**config.mk**
```make
export PLATFORM = sky130hd
export DESIGN_NAME = best_fit_block_allocator
export DESIGN_NICKNAME = d
export VERILOG_FILES = /design/src/sv/bfba_pkg.sv /design/src/sv/bfba_free_ram.sv /design/src/sv/bfba_slot_ram.sv /design/src/sv/best_fit_block_allocator.sv
export SDC_FILE = /design/constraint.sdc
export NUM_CORES = 1
export LEC_CHECK = 0
export BUFFER_PORTS_ARGS = -buffer_cell sky130_fd_sc_hd__buf_2
export CAP_MARGIN = 40
export CORE_MARGIN = 2
export CORE_UTILIZATION = 45
export CTS_BUF_LIST = sky130_fd_sc_hd__clkbuf_4 sky130_fd_sc_hd__clkbuf_8
export DETAILED_ROUTE_END_ITERATION = 8
export HOLD_SLACK_MARGIN = 0.06
export RECOVER_POWER = 100
export REMOVE_ABC_BUFFERS = 1
export SLEW_MARGIN = 20
export SYNTH_ARGS = -nofsm -noshare
export SYNTH_HDL_FRONTEND = slang
export SYNTH_SLANG_ARGS = --single-unit
export TNS_END_PERCENT = 1
```
**constraint.sdc**
```tcl
create_clock -name clk -period 2.65 [get_ports clk]
set_input_delay 0.1325 -clock clk [delete_from_list [all_inputs] [get_ports clk]]
set_output_delay 0.1325 -clock clk [all_outputs]
set_load 0.01 [all_outputs]
```
**src/sv/bfba_pkg.sv**
```systemverilog
// Package for the best-fit block allocator: word types, codes and defaults.
`timescale 1ns / 1ps

package bfba_pkg;

  // Default sizing
  localparam int DEF_NUM_BLOCKS  = 4;
  localparam int DEF_BLOCK_BYTES = 1024;
  localparam int DEF_NUM_SLOTS   = 16;

  // Fixed field widths of the request and result words
  localparam int SIZE_W     = 11;
  localparam int HANDLE_W   = 4;
  localparam int SLOT_OUT_W = 4;
  localparam int BLK_OUT_W  = 2;
  localparam int FREE_OUT_W = 11;

  // Live bits examined per cycle while hunting for a free slot
  localparam int GROUP_SIZE = 8;

  typedef enum logic [0:0] {
    ACT_ALLOC = 1'b0,
    ACT_FREE  = 1'b1
  } bfba_action_t;

  typedef enum logic [1:0] {
    STAT_OK       = 2'd0,
    STAT_NO_FIT   = 2'd1,
    STAT_FULL     = 2'd2,
    STAT_NOT_LIVE = 2'd3
  } bfba_status_t;

  typedef enum logic [2:0] {
    S_IDLE,
    S_SCAN,
    S_COMMIT,
    S_FREE_CHK,
    S_FREE_BLK,
    S_FREE_WB
  } bfba_state_t;

  typedef struct packed {
    bfba_action_t        action;
    logic [SIZE_W-1:0]   alloc_size;
    logic [HANDLE_W-1:0] handle;
  } bfba_req_t;

  typedef struct packed {
    bfba_status_t          status;
    logic [SLOT_OUT_W-1:0] slot;
    logic [BLK_OUT_W-1:0]  block_index;
    logic [FREE_OUT_W-1:0] block_free;
  } bfba_rsp_t;

endpackage

```
**src/sv/bfba_free_ram.sv**
```systemverilog
// Free-space memory: one count per block, reads as the block size until written.
`timescale 1ns / 1ps

module bfba_free_ram
  import bfba_pkg::*;
#(
  parameter int DEPTH     = DEF_NUM_BLOCKS,
  parameter int WIDTH     = 11,
  parameter int RESET_VAL = DEF_BLOCK_BYTES,
  parameter int ADDR_W    = (DEPTH > 1) ? $clog2(DEPTH) : 1
) (
  input  logic              clk,
  input  logic              rst,
  input  logic              we,
  input  logic [ADDR_W-1:0] waddr,
  input  logic [WIDTH-1:0]  wdata,
  input  logic [ADDR_W-1:0] raddr,
  output logic [WIDTH-1:0]  rdata
);

  logic [WIDTH-1:0] mem [DEPTH];
  logic [DEPTH-1:0] vld;

  // Written flags: an unwritten entry holds the reset count
  always_ff @(posedge clk) begin
    if (rst) begin
      vld <= '0;
    end else if (we) begin
      vld[waddr] <= 1'b1;
    end
  end

  always_ff @(posedge clk) begin
    if (we) begin
      mem[waddr] <= wdata;
    end
  end

  // Registered read
  always_ff @(posedge clk) begin
    if (vld[raddr]) begin
      rdata <= mem[raddr];
    end else begin
      rdata <= WIDTH'(RESET_VAL);
    end
  end

endmodule

```
**src/sv/bfba_slot_ram.sv**
```systemverilog
// Slot table memory: size and block of each allocation, one write and one read port.
`timescale 1ns / 1ps

module bfba_slot_ram
  import bfba_pkg::*;
#(
  parameter int DEPTH  = DEF_NUM_SLOTS,
  parameter int WIDTH  = 13,
  parameter int ADDR_W = (DEPTH > 1) ? $clog2(DEPTH) : 1
) (
  input  logic              clk,
  input  logic              we,
  input  logic [ADDR_W-1:0] waddr,
  input  logic [WIDTH-1:0]  wdata,
  input  logic [ADDR_W-1:0] raddr,
  output logic [WIDTH-1:0]  rdata
);

  logic [WIDTH-1:0] mem [DEPTH];

  always_ff @(posedge clk) begin
    if (we) begin
      mem[waddr] <= wdata;
    end
  end

  always_ff @(posedge clk) begin
    rdata <= mem[raddr];
  end

endmodule

```
**src/sv/best_fit_block_allocator.sv**
```systemverilog
// Best-fit block allocator: a scanning sequencer over the free-space and slot memories.
`timescale 1ns / 1ps

// One request word is taken when start is high and busy is low; its result word
// shows on result for exactly one cycle with done high, and must be captured then,
// since the block cannot be held off. An allocate walks the free-space memory one
// block per cycle (one read port, one compare) while checking eight live bits of
// the slot table per cycle, so it holds busy until every block and every group
// of live bits has been scanned and the result committed. A free does three
// dependent memory steps (slot read, free-space read, write back), and a free of a
// slot that is not live returns straight after the slot check. Busy holds off any
// new request until the result is out. A word never waits for the result receiver.

module best_fit_block_allocator
  import bfba_pkg::*;
#(
  parameter int NUM_BLOCKS  = DEF_NUM_BLOCKS,
  parameter int BLOCK_BYTES = DEF_BLOCK_BYTES,
  parameter int NUM_SLOTS   = DEF_NUM_SLOTS
) (
  input  logic      clk,
  input  logic      rst,
  input  logic      start,
  output logic      busy,
  input  bfba_req_t request,
  output logic      done,
  output bfba_rsp_t result
);

  localparam int BLK_W      = (NUM_BLOCKS > 1) ? $clog2(NUM_BLOCKS) : 1;
  localparam int SLOT_W     = (NUM_SLOTS > 1) ? $clog2(NUM_SLOTS) : 1;
  localparam int FREE_W     = $clog2(BLOCK_BYTES + 1);
  localparam int CMP_W      = (FREE_W > SIZE_W) ? FREE_W : SIZE_W;
  localparam int NUM_GROUPS = (NUM_SLOTS + GROUP_SIZE - 1) / GROUP_SIZE;
  localparam int GRP_W      = (NUM_GROUPS > 1) ? $clog2(NUM_GROUPS) : 1;
  localparam int PAD_W      = NUM_GROUPS * GROUP_SIZE;
  localparam int SCAN_LEN   = (NUM_BLOCKS > NUM_GROUPS) ? NUM_BLOCKS : NUM_GROUPS;
  localparam int CNT_W      = $clog2(SCAN_LEN + 1);
  localparam int ENC_W      = $clog2(GROUP_SIZE);
  localparam int ENT_W      = BLK_W + SIZE_W;

  bfba_state_t state, state_next;
  bfba_req_t   cmd;
  logic [CNT_W-1:0]     cnt, cnt_next;
  logic                 found, found_next;
  logic [BLK_W-1:0]     best_blk, best_blk_next;
  logic [FREE_W-1:0]    best_free, best_free_next;
  logic                 slot_found, slot_found_next;
  logic [SLOT_W-1:0]    free_slot, free_slot_next;
  logic                 rd_vld, rd_vld_next;
  logic [BLK_W-1:0]     rd_idx, rd_idx_next;
  logic [NUM_SLOTS-1:0] live, live_next;
  logic                 done_next;
  bfba_rsp_t            result_next;

  // Memory ports
  logic              fs_we;
  logic [BLK_W-1:0]  fs_waddr;
  logic [FREE_W-1:0] fs_wdata;
  logic [BLK_W-1:0]  fs_raddr;
  logic [FREE_W-1:0] fs_rdata;
  logic              sl_we;
  logic [SLOT_W-1:0] sl_waddr;
  logic [ENT_W-1:0]  sl_wdata;
  logic [SLOT_W-1:0] sl_raddr;
  logic [ENT_W-1:0]  sl_rdata;

  // Decode helpers
  logic                  accept;
  logic [SLOT_W-1:0]     hidx;
  logic                  handle_ok;
  logic [PAD_W-1:0]      live_pad;
  logic [GRP_W-1:0]      grp_idx;
  logic [GROUP_SIZE-1:0] grp_free;
  logic [ENC_W-1:0]      grp_enc;
  logic [BLK_W-1:0]      ent_blk;
  logic [SIZE_W-1:0]     ent_size;
  logic [CMP_W:0]        sum_free;
  logic [FREE_W-1:0]     new_free;

  bfba_free_ram #(
    .DEPTH     (NUM_BLOCKS),
    .WIDTH     (FREE_W),
    .RESET_VAL (BLOCK_BYTES),
    .ADDR_W    (BLK_W)
  ) u_free_ram (
    .clk   (clk),
    .rst   (rst),
    .we    (fs_we),
    .waddr (fs_waddr),
    .wdata (fs_wdata),
    .raddr (fs_raddr),
    .rdata (fs_rdata)
  );

  bfba_slot_ram #(
    .DEPTH  (NUM_SLOTS),
    .WIDTH  (ENT_W),
    .ADDR_W (SLOT_W)
  ) u_slot_ram (
    .clk   (clk),
    .we    (sl_we),
    .waddr (sl_waddr),
    .wdata (sl_wdata),
    .raddr (sl_raddr),
    .rdata (sl_rdata)
  );

  assign busy   = (state != S_IDLE);
  assign accept = start && !busy;

  // Handle decode for free requests
  assign hidx      = SLOT_W'(cmd.handle);
  assign handle_ok = (32'(cmd.handle) < NUM_SLOTS) && live[hidx];

  // Slot table entry fields
  assign ent_blk  = sl_rdata[SIZE_W +: BLK_W];
  assign ent_size = sl_rdata[SIZE_W-1:0];

  // Live bits padded with busy slots, examined one group per scan cycle
  always_comb begin
    live_pad                = '1;
    live_pad[NUM_SLOTS-1:0] = live;
  end

  assign grp_idx  = cnt[GRP_W-1:0];
  assign grp_free = ~live_pad[grp_idx*GROUP_SIZE +: GROUP_SIZE];

  // Lowest free bit within the group
  always_comb begin
    grp_enc = '0;
    for (int i = GROUP_SIZE - 1; i >= 0; i--) begin
      if (grp_free[i]) begin
        grp_enc = ENC_W'(i);
      end
    end
  end

  // Returned size added back to its block
  assign sum_free = (CMP_W + 1)'(fs_rdata) + (CMP_W + 1)'(ent_size);
  assign new_free = FREE_W'(sum_free);

  // State and datapath registers
  always_ff @(posedge clk) begin
    if (rst) begin
      state  <= S_IDLE;
      live   <= '0;
      done   <= 1'b0;
      rd_vld <= 1'b0;
    end else begin
      state  <= state_next;
      live   <= live_next;
      done   <= done_next;
      rd_vld <= rd_vld_next;
    end
  end

  always_ff @(posedge clk) begin
    if (accept) begin
      cmd <= request;
    end
    cnt        <= cnt_next;
    found      <= found_next;
    best_blk   <= best_blk_next;
    best_free  <= best_free_next;
    slot_found <= slot_found_next;
    free_slot  <= free_slot_next;
    rd_idx     <= rd_idx_next;
    result     <= result_next;
  end

  // Sequencer: next state, memory accesses and result word
  always_comb begin
    state_next      = state;
    cnt_next        = cnt;
    found_next      = found;
    best_blk_next   = best_blk;
    best_free_next  = best_free;
    slot_found_next = slot_found;
    free_slot_next  = free_slot;
    rd_vld_next     = 1'b0;
    rd_idx_next     = cnt[BLK_W-1:0];
    live_next       = live;
    done_next       = 1'b0;
    result_next     = result;

    fs_we    = 1'b0;
    fs_waddr = best_blk;
    fs_wdata = FREE_W'(CMP_W'(best_free) - CMP_W'(cmd.alloc_size));
    fs_raddr = cnt[BLK_W-1:0];
    sl_we    = 1'b0;
    sl_waddr = free_slot;
    sl_wdata = {best_blk, cmd.alloc_size};
    sl_raddr = hidx;

    case (state)
      S_IDLE: begin
        if (accept) begin
          cnt_next        = '0;
          found_next      = 1'b0;
          slot_found_next = 1'b0;
          if (request.action == ACT_FREE) begin
            state_next = S_FREE_CHK;
          end else begin
            state_next = S_SCAN;
          end
        end
      end

      S_SCAN: begin
        // Issue the read of block cnt
        rd_vld_next = (cnt < CNT_W'(NUM_BLOCKS));
        // Compare the block read last cycle
        if (rd_vld && (CMP_W'(fs_rdata) >= CMP_W'(cmd.alloc_size)) &&
            (!found || (best_free > fs_rdata))) begin
          found_next     = 1'b1;
          best_blk_next  = rd_idx;
          best_free_next = fs_rdata;
        end
        // Lowest free slot, one group per cycle
        if ((cnt < CNT_W'(NUM_GROUPS)) && !slot_found && (|grp_free)) begin
          slot_found_next = 1'b1;
          free_slot_next  = SLOT_W'({grp_idx, grp_enc});
        end
        if (cnt == CNT_W'(SCAN_LEN)) begin
          state_next = S_COMMIT;
        end else begin
          cnt_next = cnt + 1'b1;
        end
      end

      S_COMMIT: begin
        done_next  = 1'b1;
        state_next = S_IDLE;
        if (!found) begin
          result_next.status      = STAT_NO_FIT;
          result_next.slot        = '0;
          result_next.block_index = '0;
          result_next.block_free  = '0;
        end else if (!slot_found) begin
          result_next.status      = STAT_FULL;
          result_next.slot        = '0;
          result_next.block_index = '0;
          result_next.block_free  = '0;
        end else begin
          fs_we                   = 1'b1;
          sl_we                   = 1'b1;
          live_next[free_slot]    = 1'b1;
          result_next.status      = STAT_OK;
          result_next.slot        = SLOT_OUT_W'(free_slot);
          result_next.block_index = BLK_OUT_W'(best_blk);
          result_next.block_free  = FREE_OUT_W'(fs_wdata);
        end
      end

      S_FREE_CHK: begin
        // Slot table read at the handle goes out this cycle
        if (!handle_ok) begin
          done_next               = 1'b1;
          state_next              = S_IDLE;
          result_next.status      = STAT_NOT_LIVE;
          result_next.slot        = cmd.handle;
          result_next.block_index = '0;
          result_next.block_free  = '0;
        end else begin
          state_next = S_FREE_BLK;
        end
      end

      S_FREE_BLK: begin
        fs_raddr   = ent_blk;
        state_next = S_FREE_WB;
      end

      S_FREE_WB: begin
        fs_we                   = 1'b1;
        fs_waddr                = ent_blk;
        fs_wdata                = new_free;
        live_next[hidx]         = 1'b0;
        done_next               = 1'b1;
        state_next              = S_IDLE;
        result_next.status      = STAT_OK;
        result_next.slot        = cmd.handle;
        result_next.block_index = BLK_OUT_W'(ent_blk);
        result_next.block_free  = FREE_OUT_W'(new_free);
      end

      default: begin
        state_next = S_IDLE;
      end
    endcase
  end

endmodule
```
==> results <==
- The post-CTS setup buffer count is 0.
- The number of buffers and inverters on the critical path is 1.
- After synthesis, the netlist uses 58 different library cells.
- Cells with a size suffix above 1 make up ~23% of the layout.
- The global-route wire length before repair is 53100 um.
- Using the TritonRoute via totals, the vias-per-cell ratio works out to 5.53.
- The leakage component of the power is just over 6 nW.
- Data on the critical path arrives at its endpoint at roughly 2.8 ns.
- The CTS tree is done.
- The critical path endpoint category is a register.
- The critical path required time is 2.92 ns.
- Global routing consumed, over all layers together, about a fifth of the routing resources.
- In the final design database the tool counted 1117 nets.
- The worst hold-check path type is in -> reg.
- Entering global routing, the biggest net connects 56 pins.
- Before antenna repair, the detailed router went through 5 iterations.
- Counting flops with a built-in enable in the synthesized netlist gives 308.
- The critical path launch point type is a register.
- After global routing the overflow that remains totals 0.
- The starting density of the core is between 40% and 50%.
- The via count is 8538.
- The number of placed instances, taps included is 1414.
- The number of antenna violations at the first check in global routing came to 0.
- The largest single stage delay on the critical path is 0.41 ns.
- The final setup violation count is 0.
- Setup repair after global routing left no endpoint under its margin.
- The class of the most critical setup path is reg -> reg.
- The kind of cell adding the most delay to the critical path is compound AO/OA/AOI/OAI gates.
- The number of antenna diodes in the final layout is 0.
- The initialized floorplan defines 66 standard-cell rows.
- For this design the ratio of total power to cell area is 728 nW/um2.
- After detailed routing, the number of remaining DRC violations is 0.
- The via count of the first global-routing pass is 8742.
- The library cells used most frequently in the layout, excluding fill and tap cells, are sky130_fd_sc_hd__edfxtp_1 (308), sky130_fd_sc_hd__mux4_2 (76), sky130_fd_sc_hd__clkbuf_8 (70).
- The time the worst path needs with I/O delays and setup is 2.54 ns.
- The cell at the root of the clock tree is sky130_fd_sc_hd__clkbuf_8.
- The tightest hold margin is 0.231 ns.
- Measured against its own limit, the worst slew margin works out to between 40% and 50%.
- After clock tree synthesis, the clock-pin slew on the worst setup and hold paths is 0.06 ns.
- The run finished with clean final reports.
- The number of top-level pins is 40.
- The worst-case IR drop observed on VDD is 0.000367 V.
- The number of antenna-violating nets in the routed design is 0.
- The sum of routed wire length over all layers is 34800 um.
- Static timing analysis puts the maximum clock frequency at 394 MHz.
- The congestion estimate from routability-driven global placement came to 0.912.
- The maximum net fanout on the critical path is 13.
- For this run, the leading register cell type out of synthesis is sky130_fd_sc_hd__edfxtp_1.
- The tool flagged a number of max-cap violations equal to 0.
- Summed over all nets, the half-perimeter wirelength after detailed placement is 21800 um.
- The number of clock buffers inserted by TritonCTS is 58.
- The starting DRC count in detailed routing is approximately 700.
- After layout, the worst path uses 95.9% of the clock period.
- Measured along the y axis, the die boundary spans 187 um.
- The die width is about 190 um.
- The deepest level of the CTS H-tree is 2.
- The cell area after synthesis is roughly 15000 um2.
- The area of the die is 34800 um2.
- The area inside the core boundary is 32700 um2.
- Walking the worst path, the cells encountered are ha_1, and4_1, nand4_1, o311a_1, o21ai_0, a211oi_2, buf_4.
- The clock latency reported for the late side of the worst-skew pair is 0.61 ns.
- Leaving out fill and tap cells, the most frequent cell in the layout is sky130_fd_sc_hd__edfxtp_1.
- On the critical path, the stage with the largest delay is an instance of sky130_fd_sc_hd__edfxtp_1.
- The gate count of the mapped netlist is 908.
- The post-synthesis sequential element count is 359.
- The Yosys step of the flow raised 0 warnings.
- The clock net in this run drives a total of around 360 sinks.
- The clock passes through at most 3 buffers.
- For the pin with the worst max-slew slack, the measured transition is 0.808 ns.
- The worst-case clock skew is around 0.033 ns.
- The final-report max-slew violation count is 0.
- The async set or reset register ratio after synthesis is 0%.
- From synthesis to final layout, the design area changed by 16.2%.
- After synthesis, the mean cell area works out to 16.5 um2.
- The post-route non-filler standard cell count is 1544.
- The final count of hold timing violations is 0.
- Dividing the detail-routed wire length by the instance count gives 22.5 um.
- The share of the Yosys chip area taken by registers is 68.4%.
- The count of buffers inserted at the top-level ports is 39.
[registers in the layout, indices dropped and copies added, names as in the netlist]
register / count
u_slot_ram.mem: 208
u_free_ram.mem: 44
result: 19
live: 16
u_slot_ram.rdata: 13
best_free: 11
cmd: 11
u_free_ram.rdata: 11
free_slot: 4
hidx: 4
u_free_ram.vld: 4
cnt: 3
state: 3
best_blk: 2
rd_idx: 2
done: 1
found: 1
rd_vld: 1
slot_found: 1
[what timing repair did]
| action | CTS | global route |
|---|---|---|
| hold buffers | 20 | 0 |
| endpoints found under the setup margin | 0 | 8 |
| resized for setup | 0 | 3 |
| hold endpoints to repair | 39 | 0 |
[logic make-up (layout without fill, tap and decap cells)]
logic type | after synthesis | count (layout) | share of synthesized area (%)
flops | 359 | 359 | 68.4
simple gates | 178 | 178 | 6.03
compound gates | 141 | 141 | 5.65
mux | 87 | 87 | 12.6
buf+inv | 79 | 273 | 2.28
fa+ha+maj | 46 | 46 | 3.93
xor+xnor | 18 | 18 | 1.05
[Yosys cell counts, types with 13 or more instances]
master	count	area, um2
sky130_fd_sc_hd__edfxtp_1	308	9250
sky130_fd_sc_hd__clkbuf_1	18	67.6
sky130_fd_sc_hd__nor2b_1	14	87.6
sky130_fd_sc_hd__a21oi_1	39	195
sky130_fd_sc_hd__ha_1	44	551
sky130_fd_sc_hd__mux4_2	76	1710
sky130_fd_sc_hd__inv_1	41	154
sky130_fd_sc_hd__nor2_1	38	143
sky130_fd_sc_hd__nand2_1	51	191
sky130_fd_sc_hd__dfxtp_1	51	1020
sky130_fd_sc_hd__o21ai_0	47	235
sky130_fd_sc_hd__xnor2_1	13	114
[routing by layer]
layer  up-vias  part of all wire [%]  wire, um  global-route usage, %
met3        57                   4.7      1640                   3.03
met1      4381                    46     15800                   28.7
met4         0                   2.2       765                   5.98
met5         -                     0         0                      0
li1       3847                     -         -                      -
met2       253                    48     16500                   32.3
[where the power goes]
group          total [mW]  switching (mW)  internal [mW]
combinational        1.15           0.649          0.505
clock                5.13            2.24           2.88
sequential           6.42           0.126           6.30
[stage by stage]
step	power (mW)	setup TNS, ns	area (um2)	setup slack (ns)	util, %
CTS	12.9	0	17700	0.0755	54.3
global placement	7.70	0	16200	0.125	49.7
finish	12.7	0	17400	0.109	53.3
floorplan	7.26	-60.22	14800	-1.97	-
detailed placement	7.71	0	16300	0.117	49.7
global route	13.2	0	17400	0.0110	53.3
[path summary, 6_finish.rpt]
kind                  endpoint           from  slack [ns]  cells past startpoint
hold / removal         cmd[12]    request[12]        0.23                      2
setup reg to reg  best_free[5]  best_free[10]        0.11                      7
setup / recovery  best_free[5]  best_free[10]        0.11                      7
hold reg to reg    best_blk[1]      rd_idx[1]        0.41                      0
[cell type report]
class	count	area (um2)
Fill cell	2773	15300
Sequential cell	359	10300
Multi-Input combinational cell	470	4410
Clock buffer	88	1100
Timing Repair Buffer	122	763
Tap cell	442	553
Clock inverter	22	199
Inverter	41	154
Power figures use the tool's default switching activity.
